### src/rtl/hdm_pkg.sv
`timescale 1ns / 1ps
`default_nettype none

package hdm_pkg;

  // Stick axis full scale; the divisor is AXIS_FULL_SCALE * (|x| + |y|)
  localparam int AXIS_FULL_SCALE = 127;

  localparam int AXIS_W   = 8;                          // stick and power width
  localparam int MAG_W    = AXIS_W + 1;                 // |x|+|y|, |x+y|, |y-x|
  localparam int SQ_W     = 2 * AXIS_W;                 // x*x + y*y
  localparam int DEN_W    = $clog2(AXIS_FULL_SCALE * (1 << MAG_W) / 2 + 1);
  localparam int Q_W      = AXIS_W - 1;                 // quotient bits below saturation
  localparam int NUM_A_W  = MAG_W + SQ_W;
  localparam int NUM_B_W  = DEN_W + Q_W + 1;
  localparam int NUM_W    = (NUM_A_W > NUM_B_W) ? NUM_A_W : NUM_B_W;
  localparam int DB_W     = 7;

  localparam logic [DB_W-1:0] DEAD_BAND_RESET = DB_W'(15);

  typedef struct packed {
    logic signed [AXIS_W-1:0] stick_x;
    logic signed [AXIS_W-1:0] stick_y;
    logic signed [AXIS_W-1:0] stick_turn;
  } stick_word_t;

  typedef struct packed {
    logic signed [AXIS_W-1:0] front_left_power;
    logic signed [AXIS_W-1:0] front_right_power;
    logic signed [AXIS_W-1:0] back_left_power;
    logic signed [AXIS_W-1:0] back_right_power;
    logic                     turning_mode;
  } wheel_word_t;

  // Travels alongside the arithmetic unchanged
  typedef struct packed {
    logic                     turn;
    logic                     neg_l;
    logic                     neg_r;
    logic signed [AXIS_W-1:0] turn_l;
    logic signed [AXIS_W-1:0] turn_r;
  } side_t;

  typedef struct packed {
    side_t            side;
    logic [MAG_W-1:0] mag_l;
    logic [MAG_W-1:0] mag_r;
    logic [SQ_W-1:0]  sq;
    logic [DEN_W-1:0] den;
  } prep_t;

  typedef struct packed {
    side_t            side;
    logic [NUM_W-1:0] num_l;
    logic [NUM_W-1:0] num_r;
    logic [DEN_W-1:0] den;
  } num_t;

  typedef struct packed {
    side_t          side;
    logic [Q_W-1:0] q_l;
    logic [Q_W-1:0] q_r;
  } quot_t;

endpackage

`default_nettype wire

### src/rtl/hdm_prep.sv
`timescale 1ns / 1ps
`default_nettype none

module hdm_prep (
  input  wire logic                      clk,
  input  wire logic                      rst,
  input  wire logic [hdm_pkg::DB_W-1:0]  dead_band,
  input  wire logic                      in_valid,
  output logic                           in_stall,
  input  wire hdm_pkg::stick_word_t      in_word,
  output logic                           out_valid,
  input  wire logic                      out_stall,
  output hdm_pkg::prep_t                 out_word
);
  import hdm_pkg::*;

  // stage A: magnitudes, sums, branch decision
  logic                     a_v;
  logic [AXIS_W-1:0]        a_ax;
  logic [AXIS_W-1:0]        a_ay;
  logic signed [MAG_W-1:0]  a_sum;
  logic signed [MAG_W-1:0]  a_dif;
  logic                     a_turn;
  logic signed [AXIS_W-1:0] a_turn_l;
  logic signed [AXIS_W-1:0] a_turn_r;

  logic                     a_go;
  logic                     b_go;
  logic [AXIS_W-1:0]        ax_c;
  logic [AXIS_W-1:0]        ay_c;
  logic [MAG_W-1:0]         s_c;
  prep_t                    b_next;

  always_comb begin
    ax_c = in_word.stick_x[AXIS_W-1] ? AXIS_W'(-in_word.stick_x) : AXIS_W'(in_word.stick_x);
    ay_c = in_word.stick_y[AXIS_W-1] ? AXIS_W'(-in_word.stick_y) : AXIS_W'(in_word.stick_y);
  end

  assign b_go     = !out_valid || !out_stall;
  assign a_go     = !a_v || b_go;
  assign in_stall = !a_go;

  always_ff @(posedge clk) begin
    if (rst) begin
      a_v <= 1'b0;
    end else if (a_go) begin
      a_v <= in_valid;
    end
  end

  always_ff @(posedge clk) begin
    if (a_go && in_valid) begin
      a_ax   <= ax_c;
      a_ay   <= ay_c;
      a_sum  <= {in_word.stick_x[AXIS_W-1], in_word.stick_x}
              + {in_word.stick_y[AXIS_W-1], in_word.stick_y};
      a_dif  <= {in_word.stick_y[AXIS_W-1], in_word.stick_y}
              - {in_word.stick_x[AXIS_W-1], in_word.stick_x};
      a_turn <= !((ax_c > {1'b0, dead_band}) || (ay_c > {1'b0, dead_band}));
      // -(-128) clips to +127, and -128 itself clips to -127
      if (in_word.stick_turn == {1'b1, {(AXIS_W-1){1'b0}}}) begin
        a_turn_l <= {1'b0, {(AXIS_W-1){1'b1}}};
        a_turn_r <= {1'b1, {(AXIS_W-2){1'b0}}, 1'b1};
      end else begin
        a_turn_l <= -in_word.stick_turn;
        a_turn_r <= in_word.stick_turn;
      end
    end
  end

  // stage B: squares, divisor, and magnitudes and signs of the sums
  always_comb begin
    s_c                = {1'b0, a_ax} + {1'b0, a_ay};
    b_next.side.turn   = a_turn;
    b_next.side.neg_l  = a_sum[MAG_W-1];
    b_next.side.neg_r  = a_dif[MAG_W-1];
    b_next.side.turn_l = a_turn_l;
    b_next.side.turn_r = a_turn_r;
    b_next.mag_l       = a_sum[MAG_W-1] ? MAG_W'(-a_sum) : MAG_W'(a_sum);
    b_next.mag_r       = a_dif[MAG_W-1] ? MAG_W'(-a_dif) : MAG_W'(a_dif);
    b_next.sq          = SQ_W'(SQ_W'(a_ax) * SQ_W'(a_ax)) + SQ_W'(SQ_W'(a_ay) * SQ_W'(a_ay));
    b_next.den         = DEN_W'(32'(s_c) * AXIS_FULL_SCALE);
  end

  always_ff @(posedge clk) begin
    if (rst) begin
      out_valid <= 1'b0;
    end else if (b_go) begin
      out_valid <= a_v;
    end
  end

  always_ff @(posedge clk) begin
    if (b_go && a_v) begin
      out_word <= b_next;
    end
  end

endmodule

`default_nettype wire

### src/rtl/hdm_numer.sv
`timescale 1ns / 1ps
`default_nettype none

module hdm_numer (
  input  wire logic            clk,
  input  wire logic            rst,
  input  wire logic            in_valid,
  output logic                 in_stall,
  input  wire hdm_pkg::prep_t  in_word,
  output logic                 out_valid,
  input  wire logic            out_stall,
  output hdm_pkg::num_t        out_word
);
  import hdm_pkg::*;

  logic go;

  assign go       = !out_valid || !out_stall;
  assign in_stall = !go;

  always_ff @(posedge clk) begin
    if (rst) begin
      out_valid <= 1'b0;
    end else if (go) begin
      out_valid <= in_valid;
    end
  end

  // |x+y| * m and |y-x| * m, one multiplier per lane
  always_ff @(posedge clk) begin
    if (go && in_valid) begin
      out_word.side  <= in_word.side;
      out_word.num_l <= NUM_W'(in_word.mag_l) * NUM_W'(in_word.sq);
      out_word.num_r <= NUM_W'(in_word.mag_r) * NUM_W'(in_word.sq);
      out_word.den   <= in_word.den;
    end
  end

endmodule

`default_nettype wire

### src/rtl/hdm_div.sv
`timescale 1ns / 1ps
`default_nettype none

module hdm_div (
  input  wire logic            clk,
  input  wire logic            rst,
  input  wire logic            in_valid,
  output logic                 in_stall,
  input  wire hdm_pkg::num_t   in_word,
  output logic                 out_valid,
  input  wire logic            out_stall,
  output hdm_pkg::quot_t       out_word
);
  import hdm_pkg::*;

  localparam int NSTG = Q_W + 1;   // saturation check, then one quotient bit a stage

  typedef struct packed {
    side_t            side;
    logic [NUM_W-1:0] rem_l;
    logic [NUM_W-1:0] rem_r;
    logic [DEN_W-1:0] den;
    logic [Q_W-1:0]   q_l;
    logic [Q_W-1:0]   q_r;
  } stage_t;

  logic   v  [NSTG];
  stage_t st [NSTG];
  logic   go [NSTG+1];

  assign go[NSTG] = !out_stall;
  assign in_stall = !go[0];

  for (genvar j = 0; j < NSTG; j++) begin : g_stg
    stage_t nxt;
    logic   v_in;

    assign go[j] = !v[j] || go[j+1];

    if (j == 0) begin : g_sat
      logic [NUM_W-1:0] lim;
      assign v_in = in_valid;
      assign lim  = NUM_W'(in_word.den) << Q_W;
      // quotient of 128 or more clips to all ones; nothing left to divide
      always_comb begin
        nxt.side = in_word.side;
        nxt.den  = in_word.den;
        if (in_word.num_l >= lim) begin
          nxt.q_l   = '1;
          nxt.rem_l = '0;
        end else begin
          nxt.q_l   = '0;
          nxt.rem_l = in_word.num_l;
        end
        if (in_word.num_r >= lim) begin
          nxt.q_r   = '1;
          nxt.rem_r = '0;
        end else begin
          nxt.q_r   = '0;
          nxt.rem_r = in_word.num_r;
        end
      end
    end else begin : g_bit
      localparam int K = Q_W - j;
      logic [NUM_W-1:0] trial;
      assign v_in  = v[j-1];
      assign trial = NUM_W'(st[j-1].den) << K;
      always_comb begin
        nxt = st[j-1];
        if (st[j-1].rem_l >= trial) begin
          nxt.rem_l  = st[j-1].rem_l - trial;
          nxt.q_l[K] = 1'b1;
        end
        if (st[j-1].rem_r >= trial) begin
          nxt.rem_r  = st[j-1].rem_r - trial;
          nxt.q_r[K] = 1'b1;
        end
      end
    end

    always_ff @(posedge clk) begin
      if (rst) begin
        v[j] <= 1'b0;
      end else if (go[j]) begin
        v[j] <= v_in;
      end
    end

    always_ff @(posedge clk) begin
      if (go[j] && v_in) begin
        st[j] <= nxt;
      end
    end
  end

  assign out_valid     = v[NSTG-1];
  assign out_word.side = st[NSTG-1].side;
  assign out_word.q_l  = st[NSTG-1].q_l;
  assign out_word.q_r  = st[NSTG-1].q_r;

endmodule

`default_nettype wire

### src/rtl/holonomic_drive_mixer_top.sv
`timescale 1ns / 1ps
`default_nettype none

// X-drive wheel mixer. Each stick word (x, y, turn) gives one wheel word.
// Outside the dead band the stick is mapped circle-to-square:
// left = (x+y)*m/(127*s), right = (y-x)*m/(127*s) with s = |x|+|y| and
// m = x*x+y*y, truncated toward zero and clipped to +/-127; front-left and
// back-right take left, front-right and back-left take right. Inside the
// dead band (both |x| and |y| at or below it) the robot spins: left wheels
// get -turn, right wheels get turn, and turning_mode is set. Throughput is
// one word per clock while wheel_stall is low; the restoring divider
// retires one quotient bit per stage after a saturation check. The
// pipeline only holds while wheel_stall is high, and bubbles close up.
// dead_band resets to 15 and is written with cfg_we; change it only while
// the pipeline is empty.

module holonomic_drive_mixer_top (
  input  wire logic                      clk,
  input  wire logic                      rst,
  input  wire logic                      cfg_we,
  input  wire logic [hdm_pkg::DB_W-1:0]  cfg_data,
  input  wire logic                      stick_valid,
  output logic                           stick_stall,
  input  wire hdm_pkg::stick_word_t      stick,
  output logic                           wheel_valid,
  input  wire logic                      wheel_stall,
  output hdm_pkg::wheel_word_t           wheel
);
  import hdm_pkg::*;

  logic [DB_W-1:0] dead_band;

  logic   prep_valid;
  logic   prep_stall;
  prep_t  prep_word;
  logic   num_valid;
  logic   num_stall;
  num_t   num_word;
  logic   quot_valid;
  logic   quot_stall;
  quot_t  quot_word;

  logic                     out_go;
  logic signed [AXIS_W-1:0] pow_l;
  logic signed [AXIS_W-1:0] pow_r;
  wheel_word_t              wheel_next;

  always_ff @(posedge clk) begin
    if (rst) begin
      dead_band <= DEAD_BAND_RESET;
    end else if (cfg_we) begin
      dead_band <= cfg_data;
    end
  end

  // stages A/B: magnitudes, branch, squares, divisor
  hdm_prep u_prep (
    .clk       (clk),
    .rst       (rst),
    .dead_band (dead_band),
    .in_valid  (stick_valid),
    .in_stall  (stick_stall),
    .in_word   (stick),
    .out_valid (prep_valid),
    .out_stall (prep_stall),
    .out_word  (prep_word)
  );

  // stage C: numerators
  hdm_numer u_numer (
    .clk       (clk),
    .rst       (rst),
    .in_valid  (prep_valid),
    .in_stall  (prep_stall),
    .in_word   (prep_word),
    .out_valid (num_valid),
    .out_stall (num_stall),
    .out_word  (num_word)
  );

  // eight stages: clip check plus seven quotient bits, both lanes
  hdm_div u_div (
    .clk       (clk),
    .rst       (rst),
    .in_valid  (num_valid),
    .in_stall  (num_stall),
    .in_word   (num_word),
    .out_valid (quot_valid),
    .out_stall (quot_stall),
    .out_word  (quot_word)
  );

  // output register: restore sign, choose branch
  assign out_go     = !wheel_valid || !wheel_stall;
  assign quot_stall = !out_go;

  always_comb begin
    pow_l = quot_word.side.neg_l ? -$signed({1'b0, quot_word.q_l})
                                 :  $signed({1'b0, quot_word.q_l});
    pow_r = quot_word.side.neg_r ? -$signed({1'b0, quot_word.q_r})
                                 :  $signed({1'b0, quot_word.q_r});
    if (quot_word.side.turn) begin
      wheel_next.front_left_power  = quot_word.side.turn_l;
      wheel_next.back_left_power   = quot_word.side.turn_l;
      wheel_next.front_right_power = quot_word.side.turn_r;
      wheel_next.back_right_power  = quot_word.side.turn_r;
      wheel_next.turning_mode      = 1'b1;
    end else begin
      wheel_next.front_left_power  = pow_l;
      wheel_next.back_right_power  = pow_l;
      wheel_next.front_right_power = pow_r;
      wheel_next.back_left_power   = pow_r;
      wheel_next.turning_mode      = 1'b0;
    end
  end

  always_ff @(posedge clk) begin
    if (rst) begin
      wheel_valid <= 1'b0;
    end else if (out_go) begin
      wheel_valid <= quot_valid;
    end
  end

  always_ff @(posedge clk) begin
    if (out_go && quot_valid) begin
      wheel <= wheel_next;
    end
  end

  // spin: each side's pair matches and the sides oppose
  a_spin_pairs: assert property (@(posedge clk) disable iff (rst)
    wheel_valid && wheel.turning_mode |->
      wheel.front_left_power == wheel.back_left_power &&
      wheel.front_right_power == wheel.back_right_power &&
      wheel.front_left_power == -wheel.front_right_power)
    else $error("spin word not symmetric");

  // drive: diagonals match
  a_drive_diag: assert property (@(posedge clk) disable iff (rst)
    wheel_valid && !wheel.turning_mode |->
      wheel.front_left_power == wheel.back_right_power &&
      wheel.front_right_power == wheel.back_left_power)
    else $error("drive diagonals differ");

  // clip keeps every power off the most negative code
  a_clip: assert property (@(posedge clk) disable iff (rst)
    wheel_valid |->
      wheel.front_left_power != 8'sh80 && wheel.front_right_power != 8'sh80 &&
      wheel.back_left_power != 8'sh80 && wheel.back_right_power != 8'sh80)
    else $error("power outside clip range");

  // a word leaving the divider with the output free lands in the output register
  a_handoff: assert property (@(posedge clk) disable iff (rst)
    quot_valid && out_go |=> wheel_valid)
    else $error("divider word lost at output");

endmodule

`default_nettype wire

### config.mk
export PLATFORM = sky130hd
export DESIGN_NAME = holonomic_drive_mixer_top
export DESIGN_NICKNAME = d
export VERILOG_FILES = /design/src/rtl/hdm_pkg.sv /design/src/rtl/hdm_prep.sv /design/src/rtl/hdm_numer.sv /design/src/rtl/hdm_div.sv /design/src/rtl/holonomic_drive_mixer_top.sv
export SDC_FILE = /design/constraint.sdc
export NUM_CORES = 2
export LEC_CHECK = 0
export ABC_AREA = 0
export BUFFER_PORTS_ARGS = -buffer_cell sky130_fd_sc_hd__buf_2
export CAP_MARGIN = 25
export CORE_MARGIN = 4
export CORE_UTILIZATION = 65
export DETAILED_ROUTE_END_ITERATION = 6
export PLACE_DENSITY = 0.82
export SLEW_MARGIN = 10
export SYNTH_ARGS = -nofsm -noshare
export SYNTH_HDL_FRONTEND = slang
export SYNTH_SLANG_ARGS = --single-unit
export TNS_END_PERCENT = 5
### constraint.sdc
create_clock -name clk -period 8.7 [get_ports clk]
set_input_delay 0.435 -clock clk [delete_from_list [all_inputs] [get_ports clk]]
set_output_delay 0.435 -clock clk [all_outputs]
set_load 0.01 [all_outputs]
==> summary.txt <==
Clocking
  • Clk sinks: 915
  • Clock Path Buffers: 3
  • Clock transition at path regs: ~0.06 ns
  • H-Tree Depth: 3
  • TritonCTS clock tree: yes
  • Worst skew pair latency: 0.67 ns
  • Root Driver: clkbuf_16
  • Hold buffer count at cts: 2
  • Post_cts resized: 0
  • Total CTS buffers: around 90
  • Postcts setup bufs: 0

STA
  • Final count of hold timing violations: 0
  • Endpoints failing setup: 0
  • Final clock skew: between 0.04 and 0.05 ns
  • Max Fclk: ~0.16 GHz
  • Final setup TNS: 0 ns
  • Slew margin rel.: between 30% and 40%
  • Final cycle utilization of the critical path: 71.2%
  • Fin Hold WS: 0.0439 ns
  • Unrepaired setup endpoints after global routing: false
  • Slew Viols, Final: 0
  • Final worst path period need: about 6.2 ns
  • Worst Max-Slew Pin Slew: approximately 0.99 ns

Setup path
  • Most frequent CP cell: fa_1
  • Critical path's slowest cell: fa_1
  • R2R depth: 22
  • CP Capture Point: u_prep.out_word[11]$_DFFE_PP_
  • Worst path bufs/invs: 4
  • CP arrival: approximately 6.6 ns
  • CP startpoint: u_prep.a_ax[0]$_DFFE_PP_
  • WP depth: 22
  • Worst path cell trace: ha_1 > fa_1 > a21oi_1 > nor2_1 > nor2_1 > o21bai_1 > a21oi_1 > xnor2_1 > inv_1 > fa_1 > inv_1 > fa_1 > inv_1 > fa_1 > inv_1 > fa_1 > ha_1 > o211ai_1 > nand2_1 > a41oi_1 > nor2b_1 > xnor2_1
  • CP required: 9.11 ns
  • Crit Path Max Fanout: 9
  • Startpoint Class: flip-flop
  • CP top delay family: adder cells
  • Crit Path Class: flip-flop to flip-flop
  • Max stage delay on crit path: roughly 0.54 ns
  • Slack of the worst reg-to-reg path: around 2.5 ns
  • Worst setup EP type: flip-flop
  • Worst R2R Start: u_prep.a_ax[0]$_DFFE_PP_
  • Worst r2r dst: u_prep.out_word[11]$_DFFE_PP_

Global routing
  • Initial antenna violation count: 1
  • First-pass GRT wire length: about 200000 um
  • Largest net degree at the start of global routing: 80
  • GRT overflow: 0
  • Vias in the first global route: around 40000
  • GRT Resource Usage Total: roughly 28%

Synth
  • Main synth FF type: edfxtp_1
  • Most frequent cell after synthesis: edfxtp_1
  • Synthesized area per cell: 11.5 sq um
  • Synth warnings: 0
  • Ranking of synthesized cells by area: edfxtp_1, fa_1, ha_1
  • Distinct cells, synth: 82
  • Most instantiated cells after synthesis: edfxtp_1, inv_1, ha_1, nand2_1, fa_1
  • Post-synthesis sequential area ratio: 47.4%
  • Synth Instances: 4998
  • Share of the synthesized area in the top cell type: between 40% and 50%
  • Area of the mapped netlist: 57700 sq um
  • Yosys reg bits: approximately 920
  • Area leader, netlist: edfxtp_1
  • Number of synthesized flops with an enable pin: about 900
  • Synth async-reset ratio: 0%

Run
  • Max-cap viol count: 0

Cells and area
  • Layout cells sized above 1: 6.34%
  • Nets: ~5900
  • Layout area overhead: 8.44%
  • Fillers: 6004
  • Final core occ: 70.9%
  • Design Area, Final: 62600 sq um

Min path
  • Hold Path Class: primary input to flip-flop

Placed design
  • GP Congestion: approximately 0.95
  • Port Buffers: 70
  • Placed cell area: 59400 sq um
  • Post-detail-place hpwl: between 90000 and 100000 um

Detailed routing
  • Antenna-violating nets left: 0
  • WL/cell: 20.3 um
  • Pre-antenna DRT Iters: 7
  • Drc violations: 8
  • Initial DRC count: approximately 2600
  • Final WL: between 100000 and 150000 um
  • Via count: 37427
  • Vias per cell: just under 6

Run status
  • Status: complete, but fails checks
  • Failing checks: design-rule violations

Die
  • Die X: about 310 um
  • Area of the core: between 80000 and 90000 sq um
  • Die Ht: 306 um
  • Die area: 93600 sq um
  • Initial Util: 65.4%
  • # rows: around 110
  • Boundary Pins: around 70
worst min path at each step:
stage / start / end / cells after the start / slack (ns)
after floorplan: u_div.st[0][80]$_DFFE_PP_ / u_div.st[0][178]$_DFFE_PP_ / 0 / 0.40
after global placement: u_prep.out_word[5]$_DFFE_PP_ / u_numer.out_word[5]$_DFFE_PP_ / 0 / 0.40
after detailed placement: u_div.st[0][111]$_DFFE_PP_ / u_div.st[0][209]$_DFFE_PP_ / 0 / 0.40
after CTS: stick[2] / u_prep.a_turn_r[2]$_SDFFCE_PN0P_ / 1 / 0.02
after global routing: stick[5] / u_prep.a_turn_r[5]$_SDFFCE_PN0P_ / 1 / 0.03
final: stick[5] / u_prep.a_turn_r[5]$_SDFFCE_PN0P_ / 1 / 0.04
sequential cells by signal (all words and copies together), names as in the netlist:
name and count:
dead_band 7, u_prep.a_turn_l 7, u_prep.a_ay 8, wheel_valid 1
u_prep.a_turn_r 8, u_prep.a_sum 8, wheel 31, u_numer.out_word 82
u_prep.a_ax 8, u_prep.out_valid 1, u_prep.a_v 1, u_prep.a_turn 1
u_prep.a_dif 9, u_prep.out_word 65, u_numer.out_valid 1, u_div.v 8
u_div.st 669
per-layer routing:
layer | up-vias | share of wire (%) | track usage, %
met2 | 1235 | 52 | 50.6
met4 | 0 | 6.9 | 16.6
li1 | 17642 | - | -
met1 | 18134 | 37 | 31.4
met3 | 416 | 4.6 | 3.09
met5 | - | 0 | 0
per-stage QoR:
stage | cells | setup WS (ns)
after floorplan | 5003 | 0.652
after global placement | 6163 | 2.63
after detailed placement | 6163 | 2.56
after CTS | 6336 | 2.52
after global routing | 6341 | 2.10
final | 6341 | 2.51
kinds of logic (layout without fill, tap and decap cells):
group | count (synthesis) | after routing | share of synthesized area (%)
multiplexers | 59 | 59 | 1.11
other | 1 | 7 | 0.00650
buffers and inverters | 740 | 912 | 4.87
AND/OR/NAND/NOR | 1394 | 1394 | 12.1
AO/OA/AOI/OAI | 807 | 807 | 8.94
XOR/XNOR | 309 | 309 | 4.69
flip-flops | 915 | 915 | 47.4
adder cells (fa/ha/maj) | 773 | 773 | 20.9
placed cells by master, fill, tap and decap left out, types with 53 or more instances in the layout:
cell type / instances
ha_1: 458
o21ai_0: 200
nand2_1: 407
inv_1: 638
nor2_1: 262
edfxtp_1: 904
and2_1: 238
nand2b_1: 59
buf_2: 70
fa_1: 315
a21oi_1: 228
clkbuf_16: 92
nor3_1: 83
nor2b_1: 53
xnor2_1: 174
nand3_1: 58
xor2_1: 135
a21o_1: 88
area by class of cell:
class                      count  area (sq um)  share of cell area, %
multi-input combinational   3348         27700                   44.2
antenna                        1          2.50                0.00400
inverter                     638          2390                   3.83
timing repair buffer         103           629                   1.01
sequential                   915         27400                   43.7
clock inverter                66           672                   1.07
tap                         1165          1460                   2.33
clock buffer                 105          2390                   3.82
Power is left out: the tool's default activity adds up to more than one toggle a clock period on the data nets, which glitch-free logic cannot reach.
